## config.mk

```make
export PLATFORM = sky130hd
export DESIGN_NAME = modbus_rtu_request_framer_flat
export DESIGN_NICKNAME = d
export VERILOG_FILES = /design/src/mrf_pkg.sv /design/src/mrf_in_if.sv /design/src/mrf_out_if.sv /design/src/mrf_cfg_regs.sv /design/src/modbus_rtu_request_framer.sv /design/src/flat_wrapper.sv
export SDC_FILE = /design/constraint.sdc
export NUM_CORES = 1
export LEC_CHECK = 0
export ABC_AREA = 1
export BUFFER_PORTS_ARGS = -buffer_cell sky130_fd_sc_hd__buf_4
export CAP_MARGIN = 20
export CORE_UTILIZATION = 50
export CTS_CLUSTER_DIAMETER = 100
export DETAILED_ROUTE_END_ITERATION = 12
export HOLD_SLACK_MARGIN = 0.08
export PLACE_DENSITY_LB_ADDON = 0.12
export RECOVER_POWER = 50
export SKIP_CTS_REPAIR_TIMING = 1
export SLEW_MARGIN = 20
export SYNTH_ARGS = -nofsm -noshare
export SYNTH_HDL_FRONTEND = slang
export SYNTH_SLANG_ARGS = --single-unit
```

## constraint.sdc

```tcl
create_clock -name clk -period 3 [get_ports clk]
set_input_delay 0.15 -clock clk [delete_from_list [all_inputs] [get_ports clk]]
set_output_delay 0.15 -clock clk [all_outputs]
set_load 0.005 [all_outputs]
```

## src/mrf_pkg.sv

```systemverilog
package mrf_pkg;

  // Field widths
  localparam int unsigned ByteW    = 8;
  localparam int unsigned CrcW     = 16;
  localparam int unsigned CfgIdxW  = 3;
  localparam int unsigned CfgDataW = 16;

  // Write frames carry at most this many data bytes
  localparam logic [ByteW-1:0] MaxWriteBytes = 8'd246;

  // CRC-16/MODBUS: reflected polynomial, all-ones preset
  localparam logic [CrcW-1:0] CrcPoly = 16'hA001;
  localparam logic [CrcW-1:0] CrcInit = 16'hFFFF;

  // Register reset values
  localparam logic [ByteW-1:0] SlaveRst   = 8'h09;
  localparam logic [ByteW-1:0] WrCodeRst  = 8'h10;
  localparam logic [ByteW-1:0] RdCodeRst  = 8'h04;
  localparam logic [CrcW-1:0]  WrBaseRst  = 16'd1000;
  localparam logic [CrcW-1:0]  RdBaseRst  = 16'd2000;

  // Register indexes on the config port
  typedef enum logic [CfgIdxW-1:0] {
    REG_SLAVE   = 3'd0,
    REG_WR_CODE = 3'd1,
    REG_RD_CODE = 3'd2,
    REG_WR_BASE = 3'd3,
    REG_RD_BASE = 3'd4
  } cfg_reg_t;

  // Request selector codes
  typedef enum logic [1:0] {
    FUNC_READ    = 2'd0,
    FUNC_WR_HDR  = 2'd1,
    FUNC_WR_DATA = 2'd2
  } func_t;

  // Current register settings
  typedef struct packed {
    logic [ByteW-1:0] slave;
    logic [ByteW-1:0] wr_code;
    logic [ByteW-1:0] rd_code;
    logic [CrcW-1:0]  wr_base;
    logic [CrcW-1:0]  rd_base;
  } cfg_t;

  // One byte of CRC update, LSB first
  function automatic logic [CrcW-1:0] crc_byte(input logic [CrcW-1:0] crc_in,
                                               input logic [ByteW-1:0] b);
    logic [CrcW-1:0] c;
    c = crc_in ^ {8'h00, b};
    for (int k = 0; k < 8; k++) begin
      if (c[0]) begin
        c = (c >> 1) ^ CrcPoly;
      end else begin
        c = c >> 1;
      end
    end
    return c;
  endfunction

endpackage

```

## src/mrf_in_if.sv

```systemverilog
interface mrf_in_if;
  logic       valid;
  logic       ready;
  logic [1:0] func;
  logic [7:0] reg_index;
  logic [7:0] byte_count;
  logic [7:0] data_byte;

  modport source (output valid, func, reg_index, byte_count, data_byte, input ready);
  modport sink   (input valid, func, reg_index, byte_count, data_byte, output ready);
endinterface

```

## src/mrf_out_if.sv

```systemverilog
interface mrf_out_if;
  logic       valid;
  logic       ready;
  logic [7:0] frame_byte;
  logic       frame_end;

  modport source (output valid, frame_byte, frame_end, input ready);
  modport sink   (input valid, frame_byte, frame_end, output ready);
endinterface

```

## src/mrf_cfg_regs.sv

```systemverilog
module mrf_cfg_regs (
  input  logic                   clk,
  input  logic                   rst_n,
  input  logic                   cfg_we,
  input  logic [mrf_pkg::CfgIdxW-1:0]  cfg_index,
  input  logic [mrf_pkg::CfgDataW-1:0] cfg_wdata,
  output mrf_pkg::cfg_t          cfg
);
  import mrf_pkg::*;

  cfg_t cfg_r;

  assign cfg = cfg_r;

  // Register file; writes outside the list are dropped
  always_ff @(posedge clk) begin
    if (!rst_n) begin
      cfg_r.slave   <= SlaveRst;
      cfg_r.wr_code <= WrCodeRst;
      cfg_r.rd_code <= RdCodeRst;
      cfg_r.wr_base <= WrBaseRst;
      cfg_r.rd_base <= RdBaseRst;
    end else if (cfg_we) begin
      unique case (cfg_reg_t'(cfg_index))
        REG_SLAVE:   cfg_r.slave   <= cfg_wdata[ByteW-1:0];
        REG_WR_CODE: cfg_r.wr_code <= cfg_wdata[ByteW-1:0];
        REG_RD_CODE: cfg_r.rd_code <= cfg_wdata[ByteW-1:0];
        REG_WR_BASE: cfg_r.wr_base <= cfg_wdata;
        REG_RD_BASE: cfg_r.rd_base <= cfg_wdata;
        default: ;
      endcase
    end
  end

endmodule

```

## src/modbus_rtu_request_framer.sv

```systemverilog
// Channel   Dir  Beat contents
// in_ch     in   func, reg_index, byte_count, data_byte (one request)
// out_ch    out  frame_byte, frame_end (one frame byte)
// cfg_*     in   cfg_we, cfg_index, cfg_wdata (register write, no wait)
//
// A request occupies the byte sequencer while it makes its frame bytes:
// 8 for a read, 7 for a write header (9 when empty), 1 or 3 for a data byte.
// Requests that make no bytes do not occupy it. The next request is taken in
// the cycle its predecessor's last byte moves into the output register.
// The CRC takes one body byte per cycle as bytes leave an unstalled sequencer.
// Reset is synchronous; it empties the sequencer and output register and
// restores the registers. A stalled output holds its beat and stalls input while busy.
module modbus_rtu_request_framer (
  input  logic                          clk,
  input  logic                          rst_n,
  mrf_in_if.sink                        in_ch,
  mrf_out_if.source                     out_ch,
  input  logic                          cfg_we,
  input  logic [mrf_pkg::CfgIdxW-1:0]   cfg_index,
  input  logic [mrf_pkg::CfgDataW-1:0]  cfg_wdata
);
  import mrf_pkg::*;

  typedef enum logic [1:0] {
    KIND_READ,
    KIND_WR_HDR,
    KIND_WR_DATA
  } kind_t;

  // Byte positions of the CRC within each kind of item, and of a write header's last byte
  localparam logic [3:0] ReadCrcPos  = 4'd6;
  localparam logic [3:0] WrHdrCrcPos = 4'd7;
  localparam logic [3:0] WrHdrLast   = 4'd6;
  localparam logic [3:0] DataCrcPos  = 4'd1;

  cfg_t cfg;

  logic             busy_r;
  logic [3:0]       pos_r;
  logic [3:0]       last_pos_r;
  logic [3:0]       crc_pos_r;
  kind_t            kind_r;
  logic [ByteW-1:0] lo_r;
  logic [ByteW-1:0] cnt_r;
  logic [ByteW-1:0] dat_r;
  logic [CrcW-1:0]  crc_r;
  logic [ByteW-1:0] rem_r;
  logic             out_valid_r;
  logic [ByteW-1:0] out_byte_r;
  logic             out_end_r;

  logic             accept;
  logic             adv;
  logic             load;
  logic             last_load;
  logic [ByteW-1:0] len;
  logic [ByteW-1:0] rd_lo;
  logic [ByteW-1:0] wr_lo;
  logic [ByteW-1:0] rem_dec;
  logic [3:0]       crc_hi_pos;
  logic [ByteW-1:0] hdr_byte;
  logic [ByteW-1:0] cur_byte;
  logic             cur_end;

  mrf_cfg_regs u_cfg (
    .clk       (clk),
    .rst_n     (rst_n),
    .cfg_we    (cfg_we),
    .cfg_index (cfg_index),
    .cfg_wdata (cfg_wdata),
    .cfg       (cfg)
  );

  // Handshake
  assign accept    = in_ch.valid & in_ch.ready;
  assign adv       = !out_valid_r | out_ch.ready;
  assign load      = busy_r & adv;
  assign last_load = load & (pos_r == last_pos_r);
  assign in_ch.ready = !busy_r | last_load;

  assign out_ch.valid      = out_valid_r;
  assign out_ch.frame_byte = out_byte_r;
  assign out_ch.frame_end  = out_end_r;

  // Request decode
  assign len     = (in_ch.byte_count > MaxWriteBytes) ? MaxWriteBytes : in_ch.byte_count;
  assign rd_lo   = cfg.rd_base[ByteW-1:0] + in_ch.reg_index;
  assign wr_lo   = cfg.wr_base[ByteW-1:0] + in_ch.reg_index;
  assign rem_dec = rem_r - 8'd1;

  // Header byte at the current position
  always_comb begin
    hdr_byte = '0;
    unique case (kind_r)
      KIND_READ: begin
        unique case (pos_r)
          4'd0:    hdr_byte = cfg.slave;
          4'd1:    hdr_byte = cfg.rd_code;
          4'd2:    hdr_byte = cfg.rd_base[CrcW-1:ByteW];
          4'd3:    hdr_byte = lo_r;
          4'd5:    hdr_byte = {1'b0, cnt_r[ByteW-1:1]};
          default: hdr_byte = '0;
        endcase
      end
      KIND_WR_HDR: begin
        unique case (pos_r)
          4'd0:    hdr_byte = cfg.slave;
          4'd1:    hdr_byte = cfg.wr_code;
          4'd2:    hdr_byte = cfg.wr_base[CrcW-1:ByteW];
          4'd3:    hdr_byte = lo_r;
          4'd5:    hdr_byte = {1'b0, cnt_r[ByteW-1:1]};
          4'd6:    hdr_byte = cnt_r;
          default: hdr_byte = '0;
        endcase
      end
      KIND_WR_DATA: hdr_byte = dat_r;
      default:      hdr_byte = '0;
    endcase
  end

  // CRC bytes follow the body, low byte first
  assign crc_hi_pos = crc_pos_r + 4'd1;
  assign cur_end    = (pos_r == crc_hi_pos);

  always_comb begin
    priority if (pos_r == crc_pos_r) begin
      cur_byte = crc_r[ByteW-1:0];
    end else if (cur_end) begin
      cur_byte = crc_r[CrcW-1:ByteW];
    end else begin
      cur_byte = hdr_byte;
    end
  end

  // Control state, running CRC and output valid
  always_ff @(posedge clk) begin
    if (!rst_n) begin
      busy_r      <= 1'b0;
      pos_r       <= '0;
      last_pos_r  <= '0;
      crc_pos_r   <= '0;
      kind_r      <= KIND_READ;
      crc_r       <= CrcInit;
      rem_r       <= '0;
      out_valid_r <= 1'b0;
    end else begin
      // sequencer hands one byte to the output register
      if (load) begin
        pos_r <= pos_r + 4'd1;
        if (pos_r < crc_pos_r) begin
          crc_r <= crc_byte(crc_r, cur_byte);
        end
      end
      if (last_load) begin
        busy_r <= 1'b0;
      end

      if (load) begin
        out_valid_r <= 1'b1;
      end else if (out_ch.ready) begin
        out_valid_r <= 1'b0;
      end

      // new request
      if (accept) begin
        unique case (func_t'(in_ch.func))
          FUNC_READ: begin
            busy_r     <= 1'b1;
            pos_r      <= '0;
            kind_r     <= KIND_READ;
            crc_pos_r  <= ReadCrcPos;
            last_pos_r <= ReadCrcPos + 4'd1;
            crc_r      <= CrcInit;
            rem_r      <= '0;
          end
          FUNC_WR_HDR: begin
            busy_r     <= 1'b1;
            pos_r      <= '0;
            kind_r     <= KIND_WR_HDR;
            crc_pos_r  <= WrHdrCrcPos;
            last_pos_r <= (len == '0) ? WrHdrCrcPos + 4'd1 : WrHdrLast;
            crc_r      <= CrcInit;
            rem_r      <= len;
          end
          FUNC_WR_DATA: begin
            // stray data byte outside a write frame is dropped
            if (rem_r != '0) begin
              busy_r     <= 1'b1;
              pos_r      <= '0;
              kind_r     <= KIND_WR_DATA;
              crc_pos_r  <= DataCrcPos;
              last_pos_r <= (rem_dec == '0) ? DataCrcPos + 4'd1 : 4'd0;
              rem_r      <= rem_dec;
            end
          end
          default: ;
        endcase
      end
    end
  end

  // Item payload and output data
  always_ff @(posedge clk) begin
    if (load) begin
      out_byte_r <= cur_byte;
      out_end_r  <= cur_end;
    end
    if (accept) begin
      lo_r  <= (func_t'(in_ch.func) == FUNC_READ) ? rd_lo : wr_lo;
      cnt_r <= (func_t'(in_ch.func) == FUNC_READ) ? in_ch.byte_count : len;
      dat_r <= in_ch.data_byte;
    end
  end

endmodule
```

## src/flat_wrapper.sv

```systemverilog
// flat-port wrapper written by rule: the top's interface ports become plain ports
module modbus_rtu_request_framer_flat import mrf_pkg::*;
  (clk, rst_n, cfg_we, cfg_index, cfg_wdata, in_ch_valid, in_ch_func, in_ch_reg_index, in_ch_byte_count, in_ch_data_byte, in_ch_ready, out_ch_valid, out_ch_frame_byte, out_ch_frame_end, out_ch_ready);
  mrf_in_if in_ch_i ();
  mrf_out_if out_ch_i ();
  input  logic clk;
  input  logic rst_n;
  input  logic cfg_we;
  input  logic [mrf_pkg::CfgIdxW-1:0] cfg_index;
  input  logic [mrf_pkg::CfgDataW-1:0] cfg_wdata;
  input wire logic [$bits(in_ch_i.valid)-1:0] in_ch_valid;
  input wire logic [$bits(in_ch_i.func)-1:0] in_ch_func;
  input wire logic [$bits(in_ch_i.reg_index)-1:0] in_ch_reg_index;
  input wire logic [$bits(in_ch_i.byte_count)-1:0] in_ch_byte_count;
  input wire logic [$bits(in_ch_i.data_byte)-1:0] in_ch_data_byte;
  output wire logic [$bits(in_ch_i.ready)-1:0] in_ch_ready;
  output wire logic [$bits(out_ch_i.valid)-1:0] out_ch_valid;
  output wire logic [$bits(out_ch_i.frame_byte)-1:0] out_ch_frame_byte;
  output wire logic [$bits(out_ch_i.frame_end)-1:0] out_ch_frame_end;
  input wire logic [$bits(out_ch_i.ready)-1:0] out_ch_ready;
  assign in_ch_i.valid = in_ch_valid;
  assign in_ch_i.func = in_ch_func;
  assign in_ch_i.reg_index = in_ch_reg_index;
  assign in_ch_i.byte_count = in_ch_byte_count;
  assign in_ch_i.data_byte = in_ch_data_byte;
  assign in_ch_ready = in_ch_i.ready;
  assign out_ch_valid = out_ch_i.valid;
  assign out_ch_frame_byte = out_ch_i.frame_byte;
  assign out_ch_frame_end = out_ch_i.frame_end;
  assign out_ch_i.ready = out_ch_ready;
  modbus_rtu_request_framer u_core (.clk(clk), .rst_n(rst_n), .in_ch(in_ch_i), .out_ch(out_ch_i), .cfg_we(cfg_we), .cfg_index(cfg_index), .cfg_wdata(cfg_wdata));
endmodule
```

==> run_results.csv <==
group,metric,value,unit
timing,slew_viol_final,0,
grt,grt_overflow,0,
grt,grt_usage,25.9,%
clocking,cts_root_buf,"clkbuf_16",
drt,dr.pass1.iters,5,
final_layout,final_layout_size_suffix_gt1_share,12.8,%
clocking,clk_path_buf_depth,2,
synthesis,avgSynthCellArea,7.32,um^2
timing,hold_viol,0,
grt,grt_pass1_vias,5586,
floorplanning,dieArea,13900,um^2
setup_path,path_common_cell,"nand2_1",
clocking,cts.clk_slew.worst_paths,50,ps
timing,setup_viol,0,
timing,post-route-min-period,2800,ps
min_path,hp-class,"in2reg",
timing,worst_slew_pin_slew,768,ps
clocking,cts.sinks,127,
timing,max_freq,0.357,GHz
synthesis,synth_edf_count,33,
setup_path,crit_path_max_incr_delay,350,ps
clocking,htreeDepth,4,
setup_path,critPathCaptureType,"register",
timing,fin_setup_tns,0,ps
clocking,clk_latency,430,ps
clocking,cts_buffers,17,
synthesis,synth_nets,990,
setup_path,crit_type,"reg2reg",
pwr,ir_drop,0.000398,V
floorplanning,die_y,118,um
synthesis,ys_seq_area_share,42.9,%
final_layout,stdcell_count,1205,
final_layout,num-fill-cells,1128,
timing,hold_ws,83.8,ps
setup_path,path_delay_family,"simple AND/OR/NAND/NOR gates",
floorplanning,num_rows,41,
final_layout,num_antenna_cells,0,
placement,portBuffers,60,
final_layout,fin_nets,1096,
flow_run,max_cap_viol_count,0,
clocking,cts_tree,"built",
floorplanning,die_w,118,um
grt,antenna_found_initial,0,
drt,via_count,6321,
outcome,outcome,"complete, no violations",
final_layout,seqCellArea,2880,um^2
synthesis,syn_area,6700,um^2
synthesis,synth_ff_type,"dfxtp_1",
drt,drt_wl_total,17900,um
final_layout,multi_input_area,3300,um^2
drt,drt-initial-drc-count,536,
floorplanning,boundaryPins,61,
drt,wire_per_inst,14.8,um
grt,grt_max_degree,72,
drt,antenna_left,0,
final_layout,area_growth,24.3,%
timing,finClkSkew,6.84,ps
setup_path,cp_num_buf_inv,4,
drt,drt-vias-per-instance,5.25,
synthesis,synth.ff_latch_count,127,
setup_path,crit_chain,"inv_1, ha_1, xnor2_1, nor2_1, nand2_2, buf_4, o21ai_1, inv_1, nand3_1, nand2_2, nand2_2, inv_2, nor2_4, nand2_1, nand2_1, nand2_2, nand3_1, nand3_1, nand3_1, nand2_1, nand2_1, nand2_1",
setup_path,cp.required,3320,ps
setup_path,worstPathMaxFanout,9,
pwr,leakagePower,0.00399,uW
placement,dp_hpwl,12500,um
synthesis,yosysWarnings,0,
pwr,power.density,603,nW/um^2
floorplanning,core_area,12800,um^2
setup_path,crit_arrival,3120,ps
final_layout,postLayoutCoreUtil,64.9,%
setup_path,crit_slowest_cell,"dfxtp_2",
drt,drc,0,
setup_path,cp-start-kind,"register",
timing,finalCritPeriodShare,93.4,%
placement,dp.cells,1137,
grt,grt_pass1_wl,28100,um
timing,max_slew_margin,48.2,%
placement,finalWeightedCongestion,0.930,
synthesis,ys_async_sr_fraction,0,%
synthesis,synth_cell_types,44,
floorplanning,start_util,52.3,%
synthesis,netlist_instances,915,
[cell usage in the layout (no fill, tap or decap), types with 21 or more instances in the layout]
master         count
ha_1              21
a21oi_1           26
nand2_1          208
clkbuf_4          22
edfxtp_1          33
dlygate4sd3_1     34
nor2_1           109
dfxtp_1           89
o21ai_0           76
nand3_1           80
inv_1            117
buf_4             46
[metrics by stage]
| stage | total power (uW) | area, um^2 | worst slack, ps |
|---|---|---|---|
| 3_3_place_gp | 3010 | 7370 | 198 |
| 4_1_cts | 4940 | 7920 | 110 |
| 2_1_floorplan | 2720 | 6700 | 475 |
| 3_5_place_dp | 3020 | 7370 | 129 |
| 5_1_grt | 5260 | 8330 | -11.9 |
| 6_report | 5020 | 8330 | 197 |
[logic make-up (layout without fill, tap and decap cells)]
kind of cell	count (synthesis)	in the layout	synth area share, %
and+or+nand+nor	442	442	27.8
AOI/OAI and AO/OA	151	151	13.0
buffers and inverters	151	269	8.85
DFF	127	127	42.9
adders and majority gates	25	25	4.78
xor gates and xnor gates	19	19	2.76
[flip-flops by register name, indices dropped and copies added, names as in the netlist]
signal / cells
u_core.u_cfg.cfg: 56
u_core.crc_r: 16
u_core.cnt_r: 8
u_core.dat_r: 8
u_core.lo_r: 8
u_core.out_ch.frame_byte: 8
u_core.rem_r: 8
u_core.last_pos_r: 4
u_core.pos_r: 4
u_core.crc_pos_r: 2
u_core.kind_r: 2
u_core.busy_r: 1
u_core.out_ch.frame_end: 1
u_core.out_ch.valid: 1
[worst paths after layout]
path	from	endpoint	slack (ps)	depth (start not counted)
max reg2reg	u_core.crc_pos_r[0]	u_core.crc_r[0]	200	22
min	in_ch_reg_index[1]	u_core.lo_r[1]	80	2
min reg2reg	u_core.u_cfg.cfg[16]	u_core.u_cfg.cfg[16]	450	2
max	u_core.crc_pos_r[0]	u_core.crc_r[0]	200	22
[synthesized netlist by cell type, types with 2 or more instances]
cell type / count / area (um^2)
xor2_1: 12 / 105
clkbuf_1: 20 / 75.1
nand3_1: 82 / 410
a32o_1: 2 / 20.0
nor2_1: 111 / 417
ha_1: 24 / 300
o32ai_1: 2 / 17.5
dfxtp_1: 94 / 1880
nand2_2: 7 / 43.8
inv_1: 119 / 447
o221ai_1: 3 / 26.3
clkinv_1: 2 / 7.51
inv_2: 3 / 11.3
o21ai_0: 77 / 385
edfxtp_1: 33 / 991
xnor2_1: 6 / 52.6
nor4_1: 2 / 12.5
o21ai_1: 10 / 50.1
buf_6: 2 / 22.5
a21oi_1: 26 / 130
a31oi_1: 2 / 12.5
nand2_1: 212 / 796
buf_2: 3 / 15.0
buf_4: 2 / 15.0
nor2_2: 2 / 12.5
o22ai_1: 7 / 43.8
a22o_1: 2 / 17.5
nor3_1: 5 / 25.0
o211ai_1: 11 / 82.6
nand4_1: 18 / 113
[cell type report]
type / count / share of cell area [%]
clock buffer: 25 / 5.95
clock inverter: 6 / 0.691
inverter: 124 / 5.63
multi-input combinational: 637 / 39.7
sequential: 127 / 34.6
tap: 172 / 2.58
timing repair buffer: 114 / 10.8
[worst reg2reg max path: stages (launching register included)]
cell     delay [ps]
dfxtp_2         350
inv_1            70
ha_1            310
xnor2_1         130
nor2_1          130
nand2_2         140
buf_4           200
o21ai_1         130
inv_1            70
nand3_1         100
nand2_2         100
nand2_2          80
inv_2            40
nor2_4          130
nand2_1          90
nand2_1          80
nand2_2          70
nand3_1         110
nand3_1         120
nand3_1          90
nand2_1          50
nand2_1          50
nand2_1          40
[power breakdown]
| part | internal [uW] | switching, uW | total [uW] |
|---|---|---|---|
| Clock | 1210 | 724 | 1940 |
| Sequential | 1890 | 62.0 | 1950 |
| Combinational | 425 | 707 | 1130 |
[layer usage]
metal  track usage (%)  vias up  routed length, um
met5                 0        -                  0
met4              6.81        0                241
met3              6.44       23                874
met2              40.2      178               8160
met1              36.0     2900               8580
li1                  -     3220                  -
Power figures use the tool's default switching activity.
